==> src/rtl/tbrd_pkg.sv <==
// ----------------------------------------------------------------------------
// Typed block ring deque package
// Action, block kind and status codes, controller states and the result beat.
// ----------------------------------------------------------------------------
package tbrd_pkg;

  localparam int HANDLE_W = 16;
  localparam int LEVEL_W  = 5;

  typedef enum logic [2:0] {
    ACT_ENQUEUE    = 3'd0,
    ACT_DEQUEUE    = 3'd1,
    ACT_PUSH_FRONT = 3'd2,
    ACT_PEEK       = 3'd3,
    ACT_DISCARD    = 3'd4,
    ACT_STRIP_CTRL = 3'd5,
    ACT_STRIP_INFO = 3'd6,
    ACT_CLEAR      = 3'd7
  } action_t;

  typedef enum logic [1:0] {
    KIND_INFO    = 2'd0,
    KIND_RR      = 2'd1,
    KIND_SUP     = 2'd2,
    KIND_INVALID = 2'd3
  } kind_t;

  typedef enum logic [1:0] {
    ST_OK      = 2'd0,
    ST_FULL    = 2'd1,
    ST_EMPTY   = 2'd2,
    ST_INVALID = 2'd3
  } status_t;

  typedef enum logic [1:0] {
    S_IDLE,
    S_READ,
    S_EXEC
  } state_t;

  typedef struct packed {
    status_t               status;
    kind_t                 kind;
    logic [HANDLE_W-1:0]   handle;
    logic [LEVEL_W-1:0]    fill_level;
    logic [LEVEL_W-1:0]    info_count;
    logic [LEVEL_W-1:0]    control_count;
  } result_t;

endpackage

==> src/rtl/tbrd_mem.sv <==
// ----------------------------------------------------------------------------
// Typed block ring deque entry memory
// One write port and one read port; read data is registered.
// ----------------------------------------------------------------------------
module tbrd_mem #(
  parameter int DEPTH = 16,
  parameter int EW    = 18
) (
  input  logic                     clk,
  input  logic                     wr_en,
  input  logic [$clog2(DEPTH)-1:0] waddr,
  input  logic [EW-1:0]            wdata,
  input  logic                     rd_en,
  input  logic [$clog2(DEPTH)-1:0] raddr,
  output logic [EW-1:0]            rdata
);

  logic [EW-1:0] mem [DEPTH];

  always_ff @(posedge clk) begin
    if (wr_en) begin
      mem[waddr] <= wdata;
    end
  end

  always_ff @(posedge clk) begin
    if (rd_en) begin
      rdata <= mem[raddr];
    end
  end

endmodule

==> src/rtl/tbrd_engine.sv <==
// ----------------------------------------------------------------------------
// Typed block ring deque engine
// Pointers, counters and the sequencer that reads the bottom entry, acts on
// it and writes back; strip actions iterate one entry per read.
// ----------------------------------------------------------------------------
module tbrd_engine #(
  parameter int DEPTH       = 16,
  parameter int HANDLE_BITS = 16,
  localparam int PW = $clog2(DEPTH),
  localparam int SB = (HANDLE_BITS < 16) ? HANDLE_BITS : 16,
  localparam int EW = SB + 2
) (
  input  logic                                clk,
  input  logic                                rst_n,
  input  logic                                in_valid,
  output logic                                in_ready,
  input  tbrd_pkg::action_t                   in_action,
  input  tbrd_pkg::kind_t                     in_kind,
  input  logic [tbrd_pkg::HANDLE_W-1:0]       in_handle,
  input  logic                                out_free,
  output logic                                commit,
  output tbrd_pkg::result_t                   result,
  output logic                                mem_wr_en,
  output logic [PW-1:0]                       mem_waddr,
  output logic [EW-1:0]                       mem_wdata,
  output logic                                mem_rd_en,
  output logic [PW-1:0]                       mem_raddr,
  input  logic [EW-1:0]                       mem_rdata
);
  import tbrd_pkg::*;

  localparam int CW = $clog2(DEPTH + 1);

  state_t         state_r, state_nxt;
  action_t        act_r, act_nxt;
  kind_t          kind_r, kind_nxt;
  logic [SB-1:0]  handle_r, handle_nxt;
  logic [PW-1:0]  bot_r, bot_nxt;
  logic [PW-1:0]  top_r, top_nxt;
  logic [CW-1:0]  cnt_r, cnt_nxt;
  logic [CW-1:0]  info_r, info_nxt;
  logic [CW-1:0]  done_r, done_nxt;
  logic [CW-1:0]  total_r, total_nxt;

  logic           fin;
  logic           empty, full;
  kind_t          rk;
  logic [SB-1:0]  rh;
  status_t        res_status;
  kind_t          res_kind;
  logic [SB-1:0]  res_handle;

  function automatic logic [PW-1:0] ptr_inc(input logic [PW-1:0] p);
    return (p == PW'(DEPTH - 1)) ? '0 : p + 1'b1;
  endfunction

  function automatic logic [PW-1:0] ptr_dec(input logic [PW-1:0] p);
    return (p == '0) ? PW'(DEPTH - 1) : p - 1'b1;
  endfunction

  assign empty = (cnt_r == '0);
  assign full  = (cnt_r == CW'(DEPTH));
  assign rk    = kind_t'(mem_rdata[EW-1:SB]);
  assign rh    = mem_rdata[SB-1:0];

  // Next state.
  always_comb begin
    state_nxt = state_r;
    case (state_r)
      S_IDLE: begin
        if (in_valid) state_nxt = S_EXEC;
      end
      S_READ: begin
        state_nxt = S_EXEC;
      end
      S_EXEC: begin
        if (!fin) state_nxt = S_READ;
        else if (out_free) state_nxt = S_IDLE;
      end
      default: state_nxt = S_IDLE;
    endcase
  end

  // The bottom entry is read while idle so that it is ready when an item
  // arrives, and again before each further step of a strip.
  always_comb begin
    in_ready  = (state_r == S_IDLE);
    mem_rd_en = (state_r == S_IDLE) || (state_r == S_READ);
    mem_raddr = bot_r;
  end

  // Datapath.
  always_comb begin
    act_nxt    = act_r;
    kind_nxt   = kind_r;
    handle_nxt = handle_r;
    bot_nxt    = bot_r;
    top_nxt    = top_r;
    cnt_nxt    = cnt_r;
    info_nxt   = info_r;
    done_nxt   = done_r;
    total_nxt  = total_r;
    mem_wr_en  = 1'b0;
    mem_waddr  = top_r;
    mem_wdata  = {kind_r, handle_r};
    fin        = 1'b0;
    res_status = ST_OK;
    res_kind   = KIND_INFO;
    res_handle = '0;

    case (state_r)
      S_IDLE: begin
        if (in_valid) begin
          act_nxt    = in_action;
          kind_nxt   = in_kind;
          handle_nxt = SB'(in_handle);
          total_nxt  = cnt_r;
          done_nxt   = '0;
        end
      end
      S_EXEC: begin
        case (act_r)
          ACT_ENQUEUE: begin
            fin = 1'b1;
            if (full) begin
              res_status = ST_FULL;
            end else begin
              mem_wr_en = 1'b1;
              mem_waddr = top_r;
              top_nxt   = ptr_inc(top_r);
              cnt_nxt   = cnt_r + 1'b1;
              if (kind_r == KIND_INFO && info_r < CW'(DEPTH)) info_nxt = info_r + 1'b1;
            end
          end
          ACT_PUSH_FRONT: begin
            fin = 1'b1;
            if (full) begin
              res_status = ST_FULL;
            end else begin
              mem_wr_en = 1'b1;
              mem_waddr = ptr_dec(bot_r);
              bot_nxt   = ptr_dec(bot_r);
              cnt_nxt   = cnt_r + 1'b1;
              if (kind_r == KIND_INFO && info_r < CW'(DEPTH)) info_nxt = info_r + 1'b1;
            end
          end
          ACT_DEQUEUE, ACT_PEEK, ACT_DISCARD: begin
            fin = 1'b1;
            if (empty) begin
              res_status = ST_EMPTY;
            end else begin
              if (act_r != ACT_DISCARD) begin
                res_kind   = rk;
                res_handle = rh;
              end
              if (act_r != ACT_PEEK) begin
                bot_nxt = ptr_inc(bot_r);
                cnt_nxt = cnt_r - 1'b1;
                if (rk == KIND_INFO && info_r != '0) info_nxt = info_r - 1'b1;
              end
            end
          end
          ACT_STRIP_CTRL: begin
            // An information block at the bottom ends the strip in place.
            if (empty || rk == KIND_INFO) begin
              fin = 1'b1;
            end else begin
              bot_nxt = ptr_inc(bot_r);
              cnt_nxt = cnt_r - 1'b1;
            end
          end
          ACT_STRIP_INFO: begin
            if (empty || done_r >= total_r) begin
              fin = 1'b1;
            end else begin
              case (rk)
                KIND_RR, KIND_SUP: begin
                  // Rotate the control block from the bottom to the top.
                  mem_wr_en = 1'b1;
                  mem_waddr = top_r;
                  mem_wdata = mem_rdata;
                  top_nxt   = ptr_inc(top_r);
                  bot_nxt   = ptr_inc(bot_r);
                  done_nxt  = done_r + 1'b1;
                end
                KIND_INFO: begin
                  bot_nxt  = ptr_inc(bot_r);
                  cnt_nxt  = cnt_r - 1'b1;
                  done_nxt = done_r + 1'b1;
                  if (info_r != '0) info_nxt = info_r - 1'b1;
                end
                default: begin
                  fin        = 1'b1;
                  res_status = ST_INVALID;
                end
              endcase
            end
          end
          ACT_CLEAR: begin
            fin      = 1'b1;
            bot_nxt  = '0;
            top_nxt  = '0;
            cnt_nxt  = '0;
            info_nxt = '0;
          end
          default: begin
            fin = 1'b1;
          end
        endcase

        // A final step waits, with no side effect, until the output is free.
        if (fin && !out_free) begin
          bot_nxt   = bot_r;
          top_nxt   = top_r;
          cnt_nxt   = cnt_r;
          info_nxt  = info_r;
          mem_wr_en = 1'b0;
        end
      end
      default: ;
    endcase
  end

  always_comb begin
    commit               = (state_r == S_EXEC) && fin && out_free;
    result.status        = res_status;
    result.kind          = res_kind;
    result.handle        = HANDLE_W'(res_handle);
    result.fill_level    = LEVEL_W'(cnt_nxt);
    result.info_count    = LEVEL_W'(info_nxt);
    result.control_count = (cnt_nxt > info_nxt) ? LEVEL_W'(cnt_nxt - info_nxt) : '0;
  end

  always_ff @(posedge clk) begin
    if (!rst_n) begin
      state_r <= S_IDLE;
      bot_r   <= '0;
      top_r   <= '0;
      cnt_r   <= '0;
      info_r  <= '0;
      done_r  <= '0;
      total_r <= '0;
    end else begin
      state_r <= state_nxt;
      bot_r   <= bot_nxt;
      top_r   <= top_nxt;
      cnt_r   <= cnt_nxt;
      info_r  <= info_nxt;
      done_r  <= done_nxt;
      total_r <= total_nxt;
    end
  end

  always_ff @(posedge clk) begin
    act_r    <= act_nxt;
    kind_r   <= kind_nxt;
    handle_r <= handle_nxt;
  end

endmodule

==> src/rtl/typed_block_ring_deque.sv <==
// ----------------------------------------------------------------------------
// Typed block ring deque
// Ring-buffer deque of typed block descriptors with bulk strip actions.
// ----------------------------------------------------------------------------
// A single-entry action is registered on acceptance and run in the exec state,
// which waits for a free output register; no new item is taken until idle.
// Strip actions visit one entry per step, since each step waits on one
// registered read of the entry memory.
// Synchronous active-low reset empties the deque; memory contents are kept.
module typed_block_ring_deque #(
  parameter int DEPTH       = 16,
  parameter int HANDLE_BITS = 16
) (
  input  logic        clk,
  input  logic        rst_n,
  input  logic        in_tvalid,
  output logic        in_tready,
  input  logic [15:0] in_tdata,   // [15:0] block_handle
  input  logic [4:0]  in_tuser,   // [2:0] action, [4:3] block_kind
  output logic        out_tvalid,
  input  logic        out_tready,
  output logic [31:0] out_tdata,  // [15:0] out_handle, [20:16] fill_level,
                                  // [25:21] info_count, [30:26] control_count
  output logic [3:0]  out_tuser   // [1:0] status, [3:2] out_kind
);
  import tbrd_pkg::*;

  localparam int PW = $clog2(DEPTH);
  localparam int SB = (HANDLE_BITS < 16) ? HANDLE_BITS : 16;
  localparam int EW = SB + 2;

  logic          out_free;
  logic          commit;
  result_t       result;
  logic          mem_wr_en, mem_rd_en;
  logic [PW-1:0] mem_waddr, mem_raddr;
  logic [EW-1:0] mem_wdata, mem_rdata;
  logic          out_valid_r;
  result_t       out_res_r;

  tbrd_engine #(
    .DEPTH       (DEPTH),
    .HANDLE_BITS (HANDLE_BITS)
  ) u_engine (
    .clk       (clk),
    .rst_n     (rst_n),
    .in_valid  (in_tvalid),
    .in_ready  (in_tready),
    .in_action (action_t'(in_tuser[2:0])),
    .in_kind   (kind_t'(in_tuser[4:3])),
    .in_handle (in_tdata),
    .out_free  (out_free),
    .commit    (commit),
    .result    (result),
    .mem_wr_en (mem_wr_en),
    .mem_waddr (mem_waddr),
    .mem_wdata (mem_wdata),
    .mem_rd_en (mem_rd_en),
    .mem_raddr (mem_raddr),
    .mem_rdata (mem_rdata)
  );

  tbrd_mem #(
    .DEPTH (DEPTH),
    .EW    (EW)
  ) u_mem (
    .clk   (clk),
    .wr_en (mem_wr_en),
    .waddr (mem_waddr),
    .wdata (mem_wdata),
    .rd_en (mem_rd_en),
    .raddr (mem_raddr),
    .rdata (mem_rdata)
  );

  assign out_free = !out_valid_r || out_tready;

  always_ff @(posedge clk) begin
    if (!rst_n) begin
      out_valid_r <= 1'b0;
    end else if (commit) begin
      out_valid_r <= 1'b1;
    end else if (out_tready) begin
      out_valid_r <= 1'b0;
    end
  end

  always_ff @(posedge clk) begin
    if (commit) begin
      out_res_r <= result;
    end
  end

  assign out_tvalid = out_valid_r;
  assign out_tdata  = {1'b0, out_res_r.control_count, out_res_r.info_count,
                       out_res_r.fill_level, out_res_r.handle};
  assign out_tuser  = {out_res_r.kind, out_res_r.status};

  // A result is only loaded when the output register is free to take it.
  a_commit_free: assert property (@(posedge clk) disable iff (!rst_n)
    commit |-> (!out_valid_r || out_tready))
    else $error("result committed over an unread beat");

  // The engine never completes an item while it is waiting for a new one.
  a_idle_no_commit: assert property (@(posedge clk) disable iff (!rst_n)
    in_tready |-> !commit)
    else $error("commit while idle");

  // After an item completes, the engine is ready for the next one.
  a_commit_then_ready: assert property (@(posedge clk) disable iff (!rst_n)
    commit |=> in_tready)
    else $error("engine not idle after commit");

endmodule

==> config.mk <==
export PLATFORM = sky130hd
export DESIGN_NAME = typed_block_ring_deque
export DESIGN_NICKNAME = d
export VERILOG_FILES = /design/src/rtl/tbrd_pkg.sv /design/src/rtl/tbrd_mem.sv /design/src/rtl/tbrd_engine.sv /design/src/rtl/typed_block_ring_deque.sv
export SDC_FILE = /design/constraint.sdc
export NUM_CORES = 1
export LEC_CHECK = 0
export BUFFER_PORTS_ARGS = -buffer_cell sky130_fd_sc_hd__buf_2
export CORE_MARGIN = 3
export CORE_UTILIZATION = 45
export CTS_CLUSTER_DIAMETER = 60
export CTS_CLUSTER_SIZE = 20
export DETAILED_ROUTE_END_ITERATION = 8
export PLACE_DENSITY = 0.6
export SLEW_MARGIN = 20
export SYNTH_ARGS = -nofsm -noshare
export SYNTH_HDL_FRONTEND = slang
export SYNTH_SLANG_ARGS = --single-unit
==> constraint.sdc <==
create_clock -name clk -period 4.25 [get_ports clk]
set_input_delay 0.85 -clock clk [delete_from_list [all_inputs] [get_ports clk]]
set_output_delay 0.85 -clock clk [all_outputs]
set_load 0.05 [all_outputs]
Word level (Yosys, flattened, before mapping)
Memories as Yosys holds them, arrays and structs flattened. A register that Yosys moved wholly into a read port is not among the register bits.
Cells that the tools add are included.
- add/sub/neg operators: 9
- order comparisons: 3
- equality and inequality tests: 29
- mux-type cells: 71
- bitwise logic cells: 4
- reduce and logical (&&, ||, !) cells: 33
- operators by type and width (cell ; number):
    2-to-1 mux 5 bit ; 22
    2-to-1 mux 18 bit ; 4
    2-to-1 mux 4 bit ; 15
    case mux 5 bit (5 select lines) ; 1
    inequality test 2 bit (second input constant) ; 11
    case mux 4 bit (5 select lines) ; 1
    case mux 5 bit (4 select lines) ; 1
    adder 5 x 1 -> 5 bit (second input constant) ; 3
    2-to-1 mux 1 bit ; 15
    equality test 3 bit (second input constant) ; 4
    2-to-1 mux 2 bit ; 6
    case mux 2 bit (3 select lines) ; 2
    case mux 4 bit (3 select lines) ; 1
    case mux 5 bit (2 select lines) ; 1
    nonzero test 5 bit ; 2
    subtractor 5 x 1 -> 5 bit (second input constant) ; 2
    AND reduction 9 bit ; 1
    adder 4 x 1 -> 4 bit (second input constant) ; 2
    equality test 4 bit (second input constant) ; 2
    equality test 3 x 2 -> 1 bit (second input constant) ; 2
    logical NOT 2 bit ; 3
    inequality test 3 x 2 -> 1 bit (second input constant) ; 2
    AND reduction 6 bit ; 1
    OR reduction 3 bit ; 2
    other kinds (27) ; 43
- bits in registers: 87
- bits in writable memories: 288
- output and inout port bits: 38
- logic and storage cells: 167
- memories kept: 1
- memories (memory ; words ; bits a word ; read ports ; clocked after Yosys merged registers in ; wr ports ; line ; text):
    u_mem.mem ; 16 ; 18 ; 1 ; 1 ; 1 ; tbrd_mem.sv:18 ; logic [EW-1:0] mem [DEPTH];

Depth between registers and ports, before layout
Gate-level depths: netlist of run 1.
- depth in word-level cells: 11
- mapped depth: 16

Hierarchy
From an unflattened synthesis of run 1, not the netlist that was laid out.
- cells, all modules: 966
- area, all modules: 16373.2 um2
- by module, submodules not included (module ; times used ; cells each ; area each (um2) ; seq. area each (um2)):
    tbrd_mem ; 1 ; 482 ; 11502.3 ; 9188.8
    tbrd_engine ; 1 ; 443 ; 3759.9 ; 1231.2
    typed_block_ring_deque ; 1 ; 41 ; 1111.1 ; 1071.0

Least setup slack after synthesis of run 1
OpenSTA, ideal clock, no wires.
- path kind: reg-to-reg
- from: register u_engine.cnt_r[0]
- to: register out_res_r, in the netlist out_tdata[0], enable pin
- setup time: 0.427 ns
- data arrival time: 3.328 ns
- data required time: 3.823 ns
- setup slack: 0.495 ns
- cell stages (with the launch flop): 9
- period minus slack after synthesis: 3.755 ns
- cell sequence: dfxtp_1 -> inv_1 -> ha_1 -> or4b_1 -> buf_6 -> nand4b_4 -> a21oi_4 -> or3_1 -> nor2_1
- longest elaborated chain between the ends: 8
- elaborated cells between the ends (all ways): 10
- those cells by class: mux (5); reduce/logical (5)
- RTL lines (element ; line ; text):
    start: declaration ; tbrd_engine.sv:40 ; logic [CW-1:0] cnt_r, cnt_nxt;
    start signal: assignment ; tbrd_engine.sv:247 ; cnt_r <= cnt_nxt;
    logical NOT 5 bit * ; tbrd_engine.sv:61 ; assign empty = (cnt_r == '0);
    logical OR 1 bit (on tied branches) ; tbrd_engine.sv:173, tbrd_engine.sv:165 ;
    2-to-1 mux 1 bit (on tied branches) ; tbrd_engine.sv:173, tbrd_engine.sv:165 ;
    case mux 1 bit (3 select lines) * ; tbrd_engine.sv:122 ; case (act_r)
    2-to-1 mux 1 bit * (2 in a row) ; tbrd_engine.sv:111 ; case (state_r)
    logical AND 1 bit * (2 in a row) ; tbrd_engine.sv:225 ; commit = (state_r == S_EXEC) && fin && out_free;
    named net commit ; typed_block_ring_deque.sv:33 ; logic commit;
    end signal: assignment ; typed_block_ring_deque.sv:90 ; out_res_r <= result;
    end: declaration ; typed_block_ring_deque.sv:39 ; result_t out_res_r;
Mark *: on every way through the listed nets, which the timed path passes. The rest lies on a longest branch. The select of a mux whose other input is x is not followed.
A chain may end at the register's enable or synchronous reset.

==> qor.yml, run 1 <==
power_and_ir_drop:
  leakage_nw: 5.99
  net_switching_fraction_of_the_power_pct: 23.7
  internal-power_mw: 5.97
  report.power.total_mw: 7.83
  pwr-share-seq_pct: 55.8
  p_sw_mw: 1.86
  power.share.combinational_pct: 7.9
  clock_power_share_pct: 36.2
  vdd_drop_max_mv: 0.307
  power_density_nw_per_um2: 420
synth:
  yosys.area_share.simple_pct: 6.41
  syn-mean-instance-area_um2: 17.5
  synth-xor-area-share_pct: 0.319
  netlist_instances: 943
  yosys-mux-area-fraction_pct: 13.9
  synth_sequential_area_ratio_pct: 69.8
  synth_enable_flop_cells: 362
  synth_top_family_by_area: "multiplexers"
  ys_types: 87
  synth_compound_gate_area_share_pct: 6.03
  ys_dominant_reg_cell: "edfxtp_1"
  syn-num-nets: 990
  synthesis.area_um2: 16500
  synthesis.yosys.warnings: 0
  async_reset_ff_share_pct: 0
  post_synth_fa_ha_maj_area_fraction_pct: 1.72
  count_of_state_elements_after_synthesis: 393
clocking:
  clock_tree.buffer_depth: 3
  cts-buffers-inserted: 29
  cts-root-buf: "clkbuf_16"
  clk_pin_slew_worst_paths_ns: 0.08
  cts-resized-gates: 0
  cts_hold_buf: 0
  htree_num_levels: 1
  numClockSinks: 393
  insertion_delay_ns: 0.59
  cts_post_setup_buffers_inserted: 0
  cts_tree: "built"
worst_setup_path:
  critical-path-max-stage-delay_ns: 0.56
  critPathLaunchType: "flop"
  crit_path_max_fanout: 7
  setup.worst_path.end_class: "flop"
  crit_path_cell_trace: "inv_1, ha_2, or4b_1, buf_4, nand3_4, a21oi_4, a21o_1, o21ai_1, o2bb2ai_1, ha_1, nor2b_1, o21ai_0, a21oi_1, o21a_1, o22ai_1, nor3_1"
  timing.critical_path.slowest_stage_cell: "or4b_1"
  timing.critical_path.required_ns: 4.58
  worst_ep_arrival_time_ns: 4.24
  setup.worst_path.class: "reg2reg"
place:
  placedCellCount: 1472
  gp_congestion: 0.893
  hpwlAfterDp_um: 23500
  number_of_port_buffers: 61
  detailedPlace.worstSlack_ns: 0.0616
  place_area_um2: 17700
timing:
  finClkSkew_ns: 0.0136
  worst-slew-pin-transition_ns: 0.813
  setup_ws_ns: 0.343
  period_needed_ns: 3.91
  fin_crit_sh_pct: 91.9
  setup_tns_ns: 0
  rsz0062_at_grt: "no"
  fmax_mhz: 256
  hold_viol: 0
  setup-violations-final: 0
  maxSlewViolCount: 0
  slew-limit-headroom_pct: 45.7
floorplan:
  die_area_um2: 38900
  row_count: 69
  die_y_um: 197
  fp.dieW_um: 197
  initial_utilization_pct: 45.9
  coreArea_um2: 35800
  boundaryPins: 63
run:
  drv.max_cap_violation_count: 0
cells_and_area:
  fin_nets: 1089
  finish.instance_area_um2: 18600
  finalNonFillerCells: 1522
  layout.filler_cells: 2874
  final_layout_size_suffix_gt1_share_pct: 29.5
  area_growth_pct: 13.2
  final-seq-area_um2: 11500
  most_common_library_cell_in_the_layout_ignoring_fill_and_taps: "edfxtp_1"
  total_area_of_multi_input_combinational_cells_um2: 4750
  leading_cell_types_in_the_layout_fill_and_taps_excluded: "edfxtp_1, mux4_2, buf_2, buf_4, nand2_1"
global_route:
  grt_pass1_wl_um: 57000
  grt_util_all_layers_pct: 19.7
  number_of_antenna_violations_at_the_first_check_in_global_routing: 1
  grt_max_degree: 45
  grt_overflow_total: 0
  via_count_of_the_first_global_routing_pass: 8997
detailed_routing:
  total_length_of_routed_wires_um: 37900
  avgViaCountPerCell: 5.88
  detail_route.wl_per_cell_um: 24.9
  ant_nets: 0
  drt_first_iter_violations: 662
  vias: 8945
  drt-pass1-iter-count: 5
  drc_errors: 0
min_path:
  hold_class: "in2reg"
status:
  run_status: "complete, no violations"
path summary, 6_finish.rpt:
kind	start	to	slack [ns]	cells after the start
min reg2reg	u_engine.total_r[4]	u_engine.total_r[4]	0.46	2
max reg2reg	u_engine.cnt_r[0]	out_tdata[29]	0.34	16
min	in_tdata[15]	u_engine.handle_r[15]	0.43	1
max	u_engine.cnt_r[0]	out_tdata[29]	0.34	16
synthesized netlist by cell type (all sizes together) (18+ instances only):
library cell	number	area share [%]
clkbuf	28	0.64
ha	21	1.6
and2	21	0.80
nand2	39	0.89
a21oi	38	1.3
dfxtp	31	3.8
mux4	90	12
nand3	21	0.71
nor3	18	0.61
edfxtp	362	66
o21ai	28	0.90
inv	26	0.59
mux2	20	1.4
nor2	49	1.1
metrics by stage:
step	hold WS, ns	utilization [%]
after floorplan	0.436	-
after global placement	0.444	49.3
after detailed placement	0.450	49.3
after CTS	0.402	51.9
after global routing	0.395	52.0
final	0.427	52.0
critical path, delay by kind of cell, from the launching register on:
kind                       cells  cell delay, ns
AOI/OAI and AO/OA              8            1.46
DFF                            1            0.36
adders and majority gates      2            0.58
and+or+nand+nor                4            0.87
buffers and inverters          2            0.37
kinds of logic after synthesis:
group / after synthesis
and+or+nand+nor: 198
buffers and inverters: 70
AOI/OAI and AO/OA: 139
xor gates and xnor gates: 6
other: 1
muxes: 114
DFF: 393
adders and majority gates: 22
per-layer routing:
layer / GRT usage (%) / wire (µm) / up-vias
met3: 3.31 / 1930 / 53
met1: 28.2 / 16700 / 4646
met5: 0 / 0 / -
met4: 4.38 / 835 / 0
met2: 32.2 / 18500 / 241
li1: - / - / 4005
layout make-up:
class / instances / area share [%]
Clock buffer: 32 / 3.96
Inverter: 27 / 0.544
Antenna cell: 1 / 0.0134
Sequential cell: 393 / 61.7
Multi-Input combinational cell: 480 / 25.5
Tap cell: 461 / 3.10
Timing Repair Buffer: 111 / 3.99
Clock inverter: 17 / 1.19
state kept, by name, summed over array words and instances (netlist names), 5 cells and up:
signal             flops
u_engine.info_r        5
u_engine.handle_r     16
u_mem.mem            288
u_engine.cnt_r         5
u_mem.rdata           18
u_engine.done_r        5
out_tdata             31
u_engine.total_r       5
power by group through the flow:
stage	Combinational, mW	Clock [mW]	Sequential (mW)
after floorplan	0.391	0	4.49
after global placement	0.622	0	4.46
after detailed placement	0.625	0	4.46
after CTS	0.627	2.90	4.37
after global routing	0.672	3.06	4.38
final	0.622	2.84	4.37
Power figures use the tool's default switching activity.
==> inputs of run 2 (changes only) <==
--- a/config.mk
+++ b/config.mk
@@ -11,6 +11,7 @@
 export CTS_CLUSTER_DIAMETER = 60
 export CTS_CLUSTER_SIZE = 20
 export DETAILED_ROUTE_END_ITERATION = 8
+export MAX_ROUTING_LAYER = met4
 export PLACE_DENSITY = 0.6
 export SLEW_MARGIN = 20
 export SYNTH_ARGS = -nofsm -noshare
==> qor.yml, run 2 (synthesis results as in run 1) <==
power_and_ir_drop:
  net_switching_fraction_of_the_power_pct: 23.7  # about the same
  power.share.combinational_pct: 8.1  # +0.2 points
  pwr-share-seq_pct: 56.4  # +0.6 points
  internal-power_mw: 5.91  # -1.1%
  p_sw_mw: 1.84  # -0.98%
  vdd_drop_max_mv: 0.323  # +5.2%
  power_density_nw_per_um2: 417  # -0.73%
  clock_power_share_pct: 35.5  # -0.7 points
  leakage_nw: 5.97  # -0.29%
worst_setup_path:
  timing.critical_path.slowest_stage_cell: "or4b_4"
  worst_ep_arrival_time_ns: 4.15  # -0.09 ns
  critical-path-max-stage-delay_ns: 0.57  # about the same
  setup.worst_path.class: "reg2reg"
  critPathBufInv: 2  # unchanged
  setup.worst_path.end_class: "flop"
  worst_path_most_repeated_cell: "ha_1"
  crit_path_cell_trace: "inv_1, ha_1, or4b_4, buf_4, o2111a_1, a21o_1, o21ai_1, o2bb2ai_1, ha_1, nor2b_1, o21ai_0, a21oi_1, o21a_1, o22ai_1, nor2_1"
  crit_path_max_fanout: 7  # unchanged
  critPathLaunchType: "flop"
  timing.critical_path.required_ns: 4.58  # about the same
  path_delay_family: "compound AO/OA/AOI/OAI gates"
timing:
  period_needed_ns: 3.82  # -0.0879 ns
  slew-limit-headroom_pct: 45.4  # -0.34 points
  hold_viol: 0  # unchanged
  fmax_mhz: 262  # +2.3%
  fin_crit_sh_pct: 89.9  # -2.1 points
  setup-violations-final: 0  # unchanged
  worst-slew-pin-transition_ns: 0.818  # +0.00508 ns
  setup_tns_ns: 0  # unchanged
  finClkSkew_ns: 0.0156  # +0.00196 ns
  setup_ws_ns: 0.431  # +0.0879 ns
  rsz0062_at_grt: "no"
  maxSlewViolCount: 0  # unchanged
cells_and_area:
  fin_nets: 1088  # -0.092%
  largest_reg_flops: 288  # unchanged
  antenna_cells_inserted: 0  # -1
  finish.instance_area_um2: 18600  # -0.30%
  leading_cell_types_in_the_layout_fill_and_taps_excluded: "edfxtp_1, mux4_2, buf_2, buf_4, nand2_1"
  final_layout_size_suffix_gt1_share_pct: 29.7  # +0.12 points
  layout.core_utilization_pct: 51.8  # -0.16 points
  largest_register: "u_mem.mem"
  most_common_library_cell_in_the_layout_ignoring_fill_and_taps: "edfxtp_1"
  area_growth_pct: 12.8
global_route:
  via_count_of_the_first_global_routing_pass: 8917  # -0.89%
  grt_pass1_wl_um: 57000  # -0.13%
  number_of_antenna_violations_at_the_first_check_in_global_routing: 0  # -1
  grt_max_degree: 45  # unchanged
  grt_util_all_layers_pct: 20.3  # +0.62 points
  grt_overflow_total: 0  # unchanged
min_path:
  hold_class: "in2reg"
clocking:
  cts_tree: "built"
  cts-buffers-inserted: 29  # unchanged
  htree_num_levels: 1  # unchanged
  clk_pin_slew_worst_paths_ns: 0.08  # about the same
  clock_tree.buffer_depth: 3  # unchanged
  cts-root-buf: "clkbuf_16"
  insertion_delay_ns: 0.59  # about the same
  cts_post_setup_buffers_inserted: 0  # unchanged
  numClockSinks: 393  # unchanged
place:
  hpwlAfterDp_um: 23500  # -0.12%
  detailedPlace.worstSlack_ns: 0.172  # +0.110 ns
  number_of_port_buffers: 61  # unchanged
  place_area_um2: 17600  # -0.18%
  gp_congestion: 0.915  # +2.5%
detailed_routing:
  drt_first_iter_violations: 800  # +21%
  ant_nets: 0  # unchanged
  vias: 8963  # +0.20%
  drc_errors: 0  # unchanged
  total_length_of_routed_wires_um: 38000  # +0.24%
  detail_route.wl_per_cell_um: 25.0  # +0.37%
  drt-pass1-iter-count: 5  # unchanged
  avgViaCountPerCell: 5.90  # +0.33%
floorplan:
  die_y_um: 197  # unchanged
  boundaryPins: 63  # unchanged
  die_area_um2: 38900  # unchanged
  initial_utilization_pct: 45.9  # unchanged
  coreArea_um2: 35800  # unchanged
  row_count: 69  # unchanged
  fp.dieW_um: 197  # unchanged
run:
  drv.max_cap_violation_count: 0  # unchanged
status:
  run_status: "complete, no violations"
run 2: worst reg2reg max path: stages, from the launching register on:
cell	delay (ns)
dfxtp_1	0.35
inv_1	0.15
ha_1	0.33
or4b_4	0.57
buf_4	0.18
o2111a_1	0.14
a21o_1	0.20
o21ai_1	0.21
o2bb2ai_1	0.13
ha_1	0.31
nor2b_1	0.13
o21ai_0	0.20
a21oi_1	0.13
o21a_1	0.19
o22ai_1	0.27
nor2_1	0.09
run 2: timing repair:
item	in CTS	in global routing
setup endpoints to repair	0	4
resized for setup	0	4
hold buffers	0	0
run 2: power groups by stage:
stage	logic (mW)	clock network, mW	registers, mW
final	0.627	2.75	4.37
after global routing	0.676	2.99	4.38
after CTS	0.630	2.84	4.37
after detailed placement	0.629	0	4.46
after global placement	0.626	0	4.46
after floorplan	0.391	0	4.49
run 2: through the flow:
stage | hold slack [ns] | total power, mW | instances
after floorplan | 0.436 | 4.89 | 943
after global placement | 0.444 | 5.08 | 1471
after detailed placement | 0.450 | 5.09 | 1471
after CTS | 0.408 | 7.84 | 1520
after global routing | 0.409 | 8.04 | 1520
final | 0.437 | 7.75 | 1520
run 2: path summary, 6_finish.rpt:
check / end / start / depth (start not counted) / slack, ns
max: out_tdata[28] / u_engine.cnt_r[0] / 15 / 0.43
min: u_engine.handle_r[1] / in_tdata[1] / 1 / 0.44
max reg2reg: out_tdata[28] / u_engine.cnt_r[0] / 15 / 0.43
min reg2reg: u_engine.total_r[1] / u_engine.total_r[1] / 2 / 0.46
run 2: final cells by class:
| class | instances | area [µm²] |
|---|---|---|
| inverters | 27 | 101 |
| repair buffers | 110 | 711 |
| multi-input cells | 480 | 4750 |
| clock buffers | 31 | 733 |
| well taps | 461 | 577 |
| fillers | 2916 | 17300 |
| clock inverters | 18 | 203 |
| flip-flops and latches | 393 | 11500 |
run 2: layer usage:
layer  wire (µm)  up-vias  GRT usage, %
li1            -     4006             -
met1       16700     4638          28.5
met2       18400      263          32.1
met3        2060       56          2.81
met4         827        0          4.67
met5           0        -             -
